### src/rtl/core/assert_macros.svh
// ============================================================================
// assert_macros.svh
// Shared assertion macros for the key gesture event detector RTL.
// ============================================================================
`ifndef ASSERT_MACROS_SVH
`define ASSERT_MACROS_SVH

// Clocked assertion, disabled while reset is held
`define KGED_ASSERT(lbl, prop, msg) \
    lbl: assert property (@(posedge i_clk) disable iff (!i_rst_n) (prop)) else $error(msg);

// Clocked assertion that is also checked during reset
`define KGED_ASSERT_ALWAYS(lbl, prop, msg) \
    lbl: assert property (@(posedge i_clk) (prop)) else $error(msg);

`endif

### src/rtl/core/kged_pkg.sv
// ============================================================================
// kged_pkg
// Types, constants and command/status bundles of the key gesture detector.
// ============================================================================
package kged_pkg;

    // Geometry
    localparam int NUM_KEYS    = 6;
    localparam int KEY_W       = 3;
    localparam int TIMER_WIDTH = 16;
    localparam int DEB_W       = 8;
    localparam int LIM_W       = 16;
    localparam int ADDR_W      = 4;
    localparam int DATA_W      = 32;
    localparam int IN_TDATA_W  = 8;
    localparam int OUT_TDATA_W = 8;
    localparam int KIND_W      = 3;
    localparam int CNT_W       = 2;

    localparam logic [TIMER_WIDTH-1:0] TIMER_MAX = {TIMER_WIDTH{1'b1}};

    // Register reset values
    localparam logic [DEB_W-1:0]    RST_DEBOUNCE = DEB_W'(2);
    localparam logic [LIM_W-1:0]    RST_LONG     = LIM_W'(60);
    localparam logic [LIM_W-1:0]    RST_GAP      = LIM_W'(30);
    localparam logic [NUM_KEYS-1:0] RST_MASK     = NUM_KEYS'(1);

    // Event codes
    typedef enum logic [KIND_W-1:0] {
        EV_PRESS   = 3'd0,
        EV_RELEASE = 3'd1,
        EV_LONG    = 3'd2,
        EV_DOUBLE  = 3'd3,
        EV_CLICK   = 3'd4
    } t_event_kind;

    // Register map (word index)
    typedef enum logic [1:0] {
        REG_DEBOUNCE = 2'd0,
        REG_LONG     = 2'd1,
        REG_GAP      = 2'd2,
        REG_MASK     = 2'd3
    } t_reg_idx;

    // Configuration bundle
    typedef struct packed {
        logic [DEB_W-1:0]    debounce;
        logic [LIM_W-1:0]    long_lim;
        logic [LIM_W-1:0]    gap;
        logic [NUM_KEYS-1:0] mask;
    } t_cfg;

    // Controller to datapath
    typedef struct packed {
        logic             load_pins;
        logic             scan;
        logic             emit;
        logic [KEY_W-1:0] key;
        logic             sub;
    } t_cmd;

    // Datapath to controller
    typedef struct packed {
        logic             out_free;
        logic [CNT_W-1:0] ev_cnt;
    } t_sts;

endpackage

### src/rtl/core/kged_cfg.sv
// ============================================================================
// kged_cfg
// APB register file: debounce, long-press and gap limits, key polarity.
// ============================================================================
module kged_cfg (
    input  logic                           i_clk,
    input  logic                           i_rst_n,
    input  logic                           psel,
    input  logic                           penable,
    input  logic                           pwrite,
    input  logic [kged_pkg::ADDR_W-1:0]    paddr,
    input  logic [kged_pkg::DATA_W-1:0]    pwdata,
    output logic [kged_pkg::DATA_W-1:0]    prdata,
    output logic                           pready,
    output kged_pkg::t_cfg                 o_cfg
);

    kged_pkg::t_cfg     r_cfg;
    kged_pkg::t_reg_idx w_idx;
    logic               w_wr;

    assign pready = 1'b1;
    assign w_idx  = kged_pkg::t_reg_idx'(paddr[3:2]);
    assign w_wr   = psel && penable && pwrite;
    assign o_cfg  = r_cfg;

    // Register writes
    always_ff @(posedge i_clk) begin
        if (!i_rst_n) begin
            r_cfg.debounce <= kged_pkg::RST_DEBOUNCE;
            r_cfg.long_lim <= kged_pkg::RST_LONG;
            r_cfg.gap      <= kged_pkg::RST_GAP;
            r_cfg.mask     <= kged_pkg::RST_MASK;
        end else if (w_wr) begin
            unique case (w_idx)
                kged_pkg::REG_DEBOUNCE: r_cfg.debounce <= pwdata[kged_pkg::DEB_W-1:0];
                kged_pkg::REG_LONG:     r_cfg.long_lim <= pwdata[kged_pkg::LIM_W-1:0];
                kged_pkg::REG_GAP:      r_cfg.gap      <= pwdata[kged_pkg::LIM_W-1:0];
                kged_pkg::REG_MASK:     r_cfg.mask     <= pwdata[kged_pkg::NUM_KEYS-1:0];
                default: ;
            endcase
        end
    end

    // Read mux
    always_comb begin
        unique case (w_idx)
            kged_pkg::REG_DEBOUNCE: prdata = kged_pkg::DATA_W'(r_cfg.debounce);
            kged_pkg::REG_LONG:     prdata = kged_pkg::DATA_W'(r_cfg.long_lim);
            kged_pkg::REG_GAP:      prdata = kged_pkg::DATA_W'(r_cfg.gap);
            kged_pkg::REG_MASK:     prdata = kged_pkg::DATA_W'(r_cfg.mask);
            default:                prdata = '0;
        endcase
    end

endmodule

### src/rtl/core/kged_dp.sv
// ============================================================================
// kged_dp
// Datapath: per-key debounce and gesture state, one key per scan cycle,
// per-key event slots and the output word register.
// ============================================================================
`include "assert_macros.svh"

module kged_dp (
    input  logic                                i_clk,
    input  logic                                i_rst_n,
    input  kged_pkg::t_cfg                      i_cfg,
    input  kged_pkg::t_cmd                      i_cmd,
    output kged_pkg::t_sts                      o_sts,
    input  logic [kged_pkg::NUM_KEYS-1:0]       i_pins,
    output logic                                m_axis_tvalid,
    input  logic                                m_axis_tready,
    // [2:0] key_index, [5:3] event_kind, [7:6] zero
    output logic [kged_pkg::OUT_TDATA_W-1:0]    m_axis_tdata,
    output logic                                m_axis_tlast
);

    localparam int NK = kged_pkg::NUM_KEYS;
    localparam int TW = kged_pkg::TIMER_WIDTH;

    // Latched scan tick
    logic [NK-1:0] r_pins;

    // Per-key gesture state
    logic                          r_prev   [NK];
    logic                          r_deb    [NK];
    logic [kged_pkg::DEB_W-1:0]    r_stable [NK];
    logic [TW-1:0]                 r_held   [NK];
    logic [TW-1:0]                 r_rel    [NK];
    logic                          r_click  [NK];
    logic                          r_long   [NK];

    // Per-key event slots filled during the scan
    logic [kged_pkg::CNT_W-1:0]    r_slot_cnt [NK];
    kged_pkg::t_event_kind         r_slot_k0  [NK];
    kged_pkg::t_event_kind         r_slot_k1  [NK];
    logic [kged_pkg::KEY_W-1:0]    r_last_key;

    // Output word register
    logic                          r_out_valid;
    logic [kged_pkg::KEY_W-1:0]    r_out_key;
    kged_pkg::t_event_kind         r_out_kind;
    logic                          r_out_last;

    // Step results for the key under scan
    logic                          w_raw;
    logic                          n_prev, n_deb, n_click, n_long;
    logic [kged_pkg::DEB_W-1:0]    n_stable;
    logic [TW-1:0]                 n_held, n_rel;
    logic [TW-1:0]                 w_held_inc, w_rel_inc;
    logic [kged_pkg::CNT_W-1:0]    w_ev_n;
    kged_pkg::t_event_kind         w_k0, w_k1;
    logic [kged_pkg::KEY_W-1:0]    w_key;

    // Emit side
    logic [kged_pkg::CNT_W-1:0]    w_cnt;
    kged_pkg::t_event_kind         w_emit_kind;
    logic                          w_emit_last;

    assign w_key = i_cmd.key;

    // Per-key step, mirrors the debounce and gesture rules
    always_comb begin
        w_raw      = (r_pins[w_key] == i_cfg.mask[w_key]);
        w_held_inc = (r_held[w_key] == kged_pkg::TIMER_MAX) ? r_held[w_key]
                                                            : r_held[w_key] + 1'b1;
        w_rel_inc  = (r_rel[w_key] == kged_pkg::TIMER_MAX) ? r_rel[w_key]
                                                           : r_rel[w_key] + 1'b1;
        n_prev   = r_prev[w_key];
        n_deb    = r_deb[w_key];
        n_stable = r_stable[w_key];
        n_held   = r_held[w_key];
        n_rel    = r_rel[w_key];
        n_click  = r_click[w_key];
        n_long   = r_long[w_key];
        w_ev_n   = '0;
        w_k0     = kged_pkg::EV_PRESS;
        w_k1     = kged_pkg::EV_DOUBLE;
        priority if (w_raw != r_prev[w_key]) begin
            n_stable = '0;
            n_prev   = w_raw;
        end else if (r_stable[w_key] < i_cfg.debounce) begin
            n_stable = r_stable[w_key] + 1'b1;
        end else if (w_raw != r_deb[w_key]) begin
            n_deb  = w_raw;
            n_held = '0;
            if (w_raw) begin
                w_ev_n = 2'd1;
                w_k0   = kged_pkg::EV_PRESS;
                n_long = 1'b0;
                if (r_click[w_key] && (32'(r_rel[w_key]) <= 32'(i_cfg.gap))) begin
                    w_ev_n  = 2'd2;
                    w_k1    = kged_pkg::EV_DOUBLE;
                    n_click = 1'b0;
                end
            end else begin
                w_ev_n = 2'd1;
                w_k0   = kged_pkg::EV_RELEASE;
                if (!r_long[w_key]) begin
                    n_click = 1'b1;
                    n_rel   = '0;
                end
            end
        end else if (r_deb[w_key]) begin
            n_held = w_held_inc;
            if (!r_long[w_key] && (32'(w_held_inc) >= 32'(i_cfg.long_lim))) begin
                w_ev_n  = 2'd1;
                w_k0    = kged_pkg::EV_LONG;
                n_long  = 1'b1;
                n_click = 1'b0;
            end
        end else if (r_click[w_key]) begin
            n_rel = w_rel_inc;
            if (32'(w_rel_inc) > 32'(i_cfg.gap)) begin
                w_ev_n  = 2'd1;
                w_k0    = kged_pkg::EV_CLICK;
                n_click = 1'b0;
            end
        end else begin
            // idle key, nothing changes
        end
    end

    // Per-key state commit
    always_ff @(posedge i_clk) begin
        if (!i_rst_n) begin
            for (int k = 0; k < NK; k++) begin
                r_prev[k]   <= 1'b0;
                r_deb[k]    <= 1'b0;
                r_stable[k] <= '0;
                r_held[k]   <= '0;
                r_rel[k]    <= '0;
                r_click[k]  <= 1'b0;
                r_long[k]   <= 1'b0;
            end
        end else if (i_cmd.scan) begin
            r_prev[w_key]   <= n_prev;
            r_deb[w_key]    <= n_deb;
            r_stable[w_key] <= n_stable;
            r_held[w_key]   <= n_held;
            r_rel[w_key]    <= n_rel;
            r_click[w_key]  <= n_click;
            r_long[w_key]   <= n_long;
        end
    end

    // Tick latch and event slots, filled once per key per tick
    always_ff @(posedge i_clk) begin
        if (i_cmd.load_pins) begin
            r_pins <= i_pins;
        end
        if (i_cmd.scan) begin
            r_slot_cnt[w_key] <= w_ev_n;
            r_slot_k0[w_key]  <= w_k0;
            r_slot_k1[w_key]  <= w_k1;
            if (w_ev_n != '0) begin
                r_last_key <= w_key;
            end
        end
    end

    // Emit side: pick word from slot, flag the tick's final word
    assign w_cnt       = r_slot_cnt[w_key];
    assign w_emit_kind = i_cmd.sub ? r_slot_k1[w_key] : r_slot_k0[w_key];
    assign w_emit_last = (w_key == r_last_key) &&
                         (i_cmd.sub ? (w_cnt == 2'd2) : (w_cnt == 2'd1));

    // Output word register
    always_ff @(posedge i_clk) begin
        if (!i_rst_n) begin
            r_out_valid <= 1'b0;
        end else if (i_cmd.emit) begin
            r_out_valid <= 1'b1;
        end else if (m_axis_tready) begin
            r_out_valid <= 1'b0;
        end
    end

    always_ff @(posedge i_clk) begin
        if (i_cmd.emit) begin
            r_out_key  <= w_key;
            r_out_kind <= w_emit_kind;
            r_out_last <= w_emit_last;
        end
    end

    assign o_sts.out_free = !r_out_valid || m_axis_tready;
    assign o_sts.ev_cnt   = w_cnt;

    assign m_axis_tvalid = r_out_valid;
    assign m_axis_tdata  = {2'b00, r_out_kind, r_out_key};
    assign m_axis_tlast  = r_out_last;

    // Checks
    `KGED_ASSERT(a_pair_order,
        (i_cmd.scan && (w_ev_n == 2'd2)) |->
            (w_k0 == kged_pkg::EV_PRESS && w_k1 == kged_pkg::EV_DOUBLE),
        "two events from one key must be press then double click")
    `KGED_ASSERT(a_word_source, $rose(m_axis_tvalid) |-> $past(i_cmd.emit),
        "output word appeared without an emit command")

endmodule

### src/rtl/core/kged_ctrl.sv
// ============================================================================
// kged_ctrl
// Controller: accepts a scan tick, steps the datapath over all keys,
// then walks the event slots and hands words to the output register.
// ============================================================================
`include "assert_macros.svh"

module kged_ctrl (
    input  logic            i_clk,
    input  logic            i_rst_n,
    input  logic            s_axis_tvalid,
    output logic            s_axis_tready,
    input  kged_pkg::t_sts  i_sts,
    output kged_pkg::t_cmd  o_cmd
);

    localparam logic [kged_pkg::KEY_W-1:0] KEY_LAST = kged_pkg::KEY_W'(kged_pkg::NUM_KEYS - 1);

    typedef enum logic [1:0] {
        S_IDLE,
        S_SCAN,
        S_EMIT
    } t_state;

    t_state                     r_state;
    logic [kged_pkg::KEY_W-1:0] r_key;
    logic                       r_sub;

    logic w_more;
    logic w_done_key;

    // Slot walk decisions
    assign w_more     = ({1'b0, r_sub} < i_sts.ev_cnt);
    assign w_done_key = !w_more ||
                        (i_sts.out_free && (({1'b0, r_sub} + 2'd1) == i_sts.ev_cnt));

    assign s_axis_tready = (r_state == S_IDLE);

    // Commands
    always_comb begin
        o_cmd.load_pins = (r_state == S_IDLE) && s_axis_tvalid;
        o_cmd.scan      = (r_state == S_SCAN);
        o_cmd.emit      = (r_state == S_EMIT) && w_more && i_sts.out_free;
        o_cmd.key       = r_key;
        o_cmd.sub       = r_sub;
    end

    // State and counters
    always_ff @(posedge i_clk) begin
        if (!i_rst_n) begin
            r_state <= S_IDLE;
            r_key   <= '0;
            r_sub   <= 1'b0;
        end else begin
            unique case (r_state)
                S_IDLE: begin
                    if (s_axis_tvalid) begin
                        r_state <= S_SCAN;
                        r_key   <= '0;
                        r_sub   <= 1'b0;
                    end
                end
                S_SCAN: begin
                    if (r_key == KEY_LAST) begin
                        r_state <= S_EMIT;
                        r_key   <= '0;
                    end else begin
                        r_key <= r_key + 1'b1;
                    end
                end
                S_EMIT: begin
                    if (w_done_key) begin
                        r_sub <= 1'b0;
                        if (r_key == KEY_LAST) begin
                            r_state <= S_IDLE;
                        end else begin
                            r_key <= r_key + 1'b1;
                        end
                    end else if (o_cmd.emit) begin
                        r_sub <= 1'b1;
                    end
                end
                default: r_state <= S_IDLE;
            endcase
        end
    end

    // Checks
    `KGED_ASSERT(a_emit_free, o_cmd.emit |-> i_sts.out_free,
        "emit issued while output register is occupied")
    `KGED_ASSERT(a_scan_walk,
        (r_state == S_SCAN && r_key != KEY_LAST) |=>
            (r_state == S_SCAN && r_key == $past(r_key) + 1'b1),
        "scan skipped or repeated a key")
    `KGED_ASSERT(a_sub_bound, (r_state == S_EMIT && r_sub) |-> (i_sts.ev_cnt == 2'd2),
        "second slot word selected for a key without two events")

endmodule

### src/rtl/core/key_gesture_event_detector.sv
// ============================================================================
// key_gesture_event_detector
// Debounces six keys and reports press, release, long press, double click
// and click events per scan tick.
// ============================================================================
// Usage:
//   Slave stream: one word per scan tick, tdata[5:0] holds the raw pin
//   level of each key. Master stream: one word per event, tdata[2:0] key,
//   tdata[5:3] event kind, tlast marks the final event of a tick. A tick that
//   causes no event produces no word.
//   APB port: four registers at byte offsets 0x0 debounce, 0x4 long press,
//   0x8 click gap, 0xC polarity mask; write them while the block is idle.
//   Flow: after a tick is taken the keys are stepped one per cycle,
//   then the event slots are walked in key order, one event word per
//   cycle while the output register is free; keys without events yield
//   no word. A tick yields at most twelve events. All keys share a
//   single step unit, which the scan walks over in turn.
//   Reset: synchronous, active low; registers return to their defaults and
//   all key state clears to released.
//   Stall: a held master tready freezes the walk; the last word of a tick
//   may wait in the output register while the next tick is already taken.
// ============================================================================
module key_gesture_event_detector (
    input  logic                                i_clk,
    input  logic                                i_rst_n,
    input  logic                                s_axis_tvalid,
    output logic                                s_axis_tready,
    // [5:0] pin_levels, [7:6] zero
    input  logic [kged_pkg::IN_TDATA_W-1:0]     s_axis_tdata,
    output logic                                m_axis_tvalid,
    input  logic                                m_axis_tready,
    // [2:0] key_index, [5:3] event_kind, [7:6] zero
    output logic [kged_pkg::OUT_TDATA_W-1:0]    m_axis_tdata,
    output logic                                m_axis_tlast,
    input  logic                                psel,
    input  logic                                penable,
    input  logic                                pwrite,
    input  logic [kged_pkg::ADDR_W-1:0]         paddr,
    input  logic [kged_pkg::DATA_W-1:0]         pwdata,
    output logic [kged_pkg::DATA_W-1:0]         prdata,
    output logic                                pready
);

    kged_pkg::t_cfg w_cfg;
    kged_pkg::t_cmd w_cmd;
    kged_pkg::t_sts w_sts;

    kged_cfg u_cfg (
        .i_clk   (i_clk),
        .i_rst_n (i_rst_n),
        .psel    (psel),
        .penable (penable),
        .pwrite  (pwrite),
        .paddr   (paddr),
        .pwdata  (pwdata),
        .prdata  (prdata),
        .pready  (pready),
        .o_cfg   (w_cfg)
    );

    kged_ctrl u_ctrl (
        .i_clk         (i_clk),
        .i_rst_n       (i_rst_n),
        .s_axis_tvalid (s_axis_tvalid),
        .s_axis_tready (s_axis_tready),
        .i_sts         (w_sts),
        .o_cmd         (w_cmd)
    );

    kged_dp u_dp (
        .i_clk         (i_clk),
        .i_rst_n       (i_rst_n),
        .i_cfg         (w_cfg),
        .i_cmd         (w_cmd),
        .o_sts         (w_sts),
        .i_pins        (s_axis_tdata[kged_pkg::NUM_KEYS-1:0]),
        .m_axis_tvalid (m_axis_tvalid),
        .m_axis_tready (m_axis_tready),
        .m_axis_tdata  (m_axis_tdata),
        .m_axis_tlast  (m_axis_tlast)
    );

endmodule
### config.mk
export PLATFORM = sky130hd
export DESIGN_NAME = key_gesture_event_detector
export DESIGN_NICKNAME = d
export VERILOG_FILES = /design/src/rtl/core/kged_pkg.sv /design/src/rtl/core/kged_cfg.sv /design/src/rtl/core/kged_dp.sv /design/src/rtl/core/kged_ctrl.sv /design/src/rtl/core/key_gesture_event_detector.sv
export VERILOG_INCLUDE_DIRS = /design/src /design/src/rtl/core
export SDC_FILE = /design/constraint.sdc
export NUM_CORES = 1
export LEC_CHECK = 0
export BUFFER_PORTS_ARGS = -buffer_cell sky130_fd_sc_hd__buf_4
export CORE_ASPECT_RATIO = 1.75
export CORE_MARGIN = 1.5
export CORE_UTILIZATION = 27
export CTS_BUF_LIST = sky130_fd_sc_hd__clkbuf_2
export DETAILED_ROUTE_END_ITERATION = 8
export PLACE_DENSITY_LB_ADDON = 0.12
export SKIP_CTS_REPAIR_TIMING = 1
export SYNTH_ARGS = -nofsm -noshare
export SYNTH_HDL_FRONTEND = slang
export SYNTH_HIERARCHICAL = 1
export SYNTH_SLANG_ARGS = --single-unit
### constraint.sdc
create_clock -name i_clk -period 11.1 [get_ports i_clk]
set_input_delay 0.555 -clock i_clk [delete_from_list [all_inputs] [get_ports i_clk]]
set_output_delay 0.555 -clock i_clk [all_outputs]
set_load 0.02 [all_outputs]
==> results.md <==
* Cell Pwr Density at 170 nW/um^2
* Post-synthesis sequential area ratio at 0.549
* Startpoint types: flop
* Commonest cells in the netlist: 378 x edfxtp_1, 263 x nor2_1, 202 x nand2_1
* Clock Skew at 139 ps
* Top-count cell post-synth: edfxtp_1
* Area leader, netlist: edfxtp_1
* Final Hold Viols at 0
* Root buf cell: clkbuf_2
* Total wire length at 82500 um
* CTS tree: done
* Top cells by area, synth: edfxtp_1 49%, dfxtp_1 6.3%, mux2i_1 4.4%
* Vias in the first global route at 17300
* Die Area at 88300 um^2
* Slowest stage delay, CP at 910 ps
* Synthesized instance count at 1997
* First-pass GRT wire length at 119000 um
* GP Congestion at 0.843
* Post-Layout Inst Area at 26400 um^2
* Fin nets at 2265
* Core region area at 85600 um^2
* Area grow syn2layout at 13.0%
* Hold Path Class: in -> reg
* DR iter-0 viols at 1084
* Clock Sinks at 451
* GRT Residual Overflow at 0
* HPWL Detailed at 53900 um
* FF+latch count, synth at 451
* Sum of negative setup slack at 0 ps
* Min Clock Period, post-route at 7440 ps
* Number of port buffers at 55
* Largest net degree at the start of global routing at 88
* Clock Path Buffers at 3
* Peak Freq at 134 MHz
* I/O pins at 95
* Leakage at 9.50 nW
* Critical path class: reg -> reg
* Unrepaired setup endpoints after global routing: no
* Setup violators final at 0
* Via count at 16800
* Critical path data arrival time at 8410 ps
* Worst Path Required at 12070 ps
* Fin crit share at 0.670
* Initial Utilization at 0.273
* CTS HTree Levels at 3
* Slew HR at 0.286
* Syn Std Cell Area at 23400 um^2
* CTS Buf Count at 108
* Max-slew violations at 0
* Vias per cell at 4.95
* Die X at 225 um
* Number of flops mapped to enable cells by yosys at 378
* Ys async rst share at 0
* Fraction of layout cells with a size suffix above 1 at 0.200
* Row cnt at 142
* Total iterations of the first detailed-routing run at 5
* Max VDD drop at 0.0703 mV
* Yosys top cell area share at 0.486
* Synth warnings at 6
* Max Cap Violations at 0
* Unique masters post-synth at 102
* Worst path cell trace: buf_4 > and3b_1 > buf_4 > a22oi_1 > o211ai_1 > ha_1 > inv_1 > nor3_1 > nand4_1 > nand3_1 > xnor2_1 > ha_1 > nand4_1 > a2111oi_0 > a211oi_1 > a211o_1 > or2_2 > a31oi_1 > and2_1
* Worst-margin pin slew at 1060 ps
* Initial antenna violation count at 2
* Status: finished clean
* Worst path slowest cell: nand4_1
* Clk slew on worst S/H paths at 100 ps
* Primary FF master, synth: edfxtp_1
* All-Layer GR Usage at 0.188
* Clock Latency Late Sink at 1370 ps
* DIE HEIGHT at 392 um
* Post-Syn Area per Cell at 11.7 um^2
* Worst setup EP type: flop
* Antenna Nets Post-Route at 0
* WL/cell at 24.3 um
* DRC viols at 0
* Critical path fanouts, max at 42
* Placed Area at 24900 um^2
## cells by family after synthesis
kind of cell,count (synthesis),synth area share
AO/OA/AOI/OAI,322,0.109
XOR/XNOR,36,0.0143
adder cells (fa/ha/maj),65,0.0348
buffers and inverters,238,0.0513
flip-flops,451,0.549
multiplexers,201,0.107
other,3,0.000482
AND/OR/NAND/NOR,681,0.134
## report_power, final
| group | total (mW) | leakage [nW] | internal [mW] | switching, mW |
|---|---|---|---|---|
| combinational | 1.38 | 4.39 | 0.440 | 0.938 |
| clock | 1.11 | 0.754 | 0.401 | 0.707 |
| sequential | 2.00 | 4.35 | 1.97 | 0.0368 |
| total | 4.49 | 9.50 | 2.81 | 1.68 |
## placed cells by master, fill, tap and decap left out, types with 12 or more instances in the layout
cell type      count
conb_1            19
nand2_1          195
nand3_1           33
dlygate4sd3_1     50
buf_4            105
a21o_1            15
a22oi_1           29
nor2_1           263
xnor2_1           30
clkbuf_2         166
inv_1            102
nand4_1           24
nand2b_1          13
mux2i_1          103
dfxtp_1           70
mux2_2            65
edfxtp_1         378
ha_1              65
a211o_1           12
nor3_1            39
a21oi_1           52
and2_1            16
o21ai_0           43
clkinv_1          24
mux4_2            32
a211oi_1          18
nor2b_1           20
## critical path: cells and delay by family, from the launching register on
| family | cells | cell delay [ps] |
|---|---|---|
| compound gates | 6 | 1590 |
| xor+xnor | 1 | 100 |
| fa+ha+maj | 2 | 590 |
| buf+inv | 3 | 1000 |
| flops | 1 | 600 |
| simple gates | 7 | 3200 |
## area by class of cell
cell class	count	area [um^2]
fill	8919	59200
tap	1152	1440
inverter	108	407
clock inverter	30	139
clock buffer	166	831
timing repair buffer	156	1310
multi-input combinational	1324	9450
sequential	451	12800
antenna	3	7.51
## stage by stage
| step | instances | hold slack, ps | util | setup WS (ps) | total power [mW] |
|---|---|---|---|---|---|
| 2_1_floorplan | 2013 | 420 | - | 5600 | 2.93 |
| 3_3_place_gp | 3141 | 436 | 0.291 | 3690 | 3.39 |
| 3_5_place_dp | 3141 | 444 | 0.291 | 3670 | 3.42 |
| 4_1_cts | 3337 | -820 | 0.302 | 3680 | 4.56 |
| 5_1_grt | 3390 | 3.97 | 0.308 | 3300 | 4.75 |
| 6_report | 3390 | 56.8 | 0.308 | 3660 | 4.49 |
## flip-flops by register name (all words and copies together) (netlist names)
register	flops
u_dp/r_out_kind	3
u_ctrl/r_state	2
u_dp/r_rel	128
u_dp/r_held	128
u_dp/r_slot_k0	18
u_dp/r_stable	64
u_dp/r_long	8
u_ctrl/r_sub	1
u_dp/r_click	8
u_dp/m_axis_tlast	1
u_dp/r_pins	6
u_cfg/o_cfg	46
u_dp/r_slot_cnt	12
u_dp/r_out_key	3
u_dp/r_last_key	3
u_dp/r_prev	8
u_ctrl/r_key	3
u_dp/m_axis_tvalid	1
u_dp/r_deb	8
## path summary, 6_finish.rpt
| path | start | endpoint | slack, ps | depth (start not counted) |
|---|---|---|---|---|
| max | u_ctrl/r_key[0]$_SDFFE_PN0P_ | u_dp/r_last_key[2]$_DFFE_PP_ | 3660 | 19 |
| min | pwdata[5] | u_cfg/o_cfg[27]$_SDFFE_PN1P_ | 60 | 4 |
| max reg2reg | u_ctrl/r_key[0]$_SDFFE_PN0P_ | u_dp/r_last_key[2]$_DFFE_PP_ | 3660 | 19 |
| min reg2reg | u_dp/r_deb[0]$_DFF_P_ | u_dp/r_deb[0]$_DFF_P_ | 460 | 2 |
## per-layer routing
layer  vias up  routed length [um]  share of wire  track usage
met3       130                2770          0.034       0.0267
li1       7732                   -              -            -
met2       412               45600           0.55        0.362
met1      8519               31300           0.38        0.200
met4         0                2800          0.034       0.0797
met5         -                   0              0            0
No activity file was read; power rests on OpenSTA's default activity.
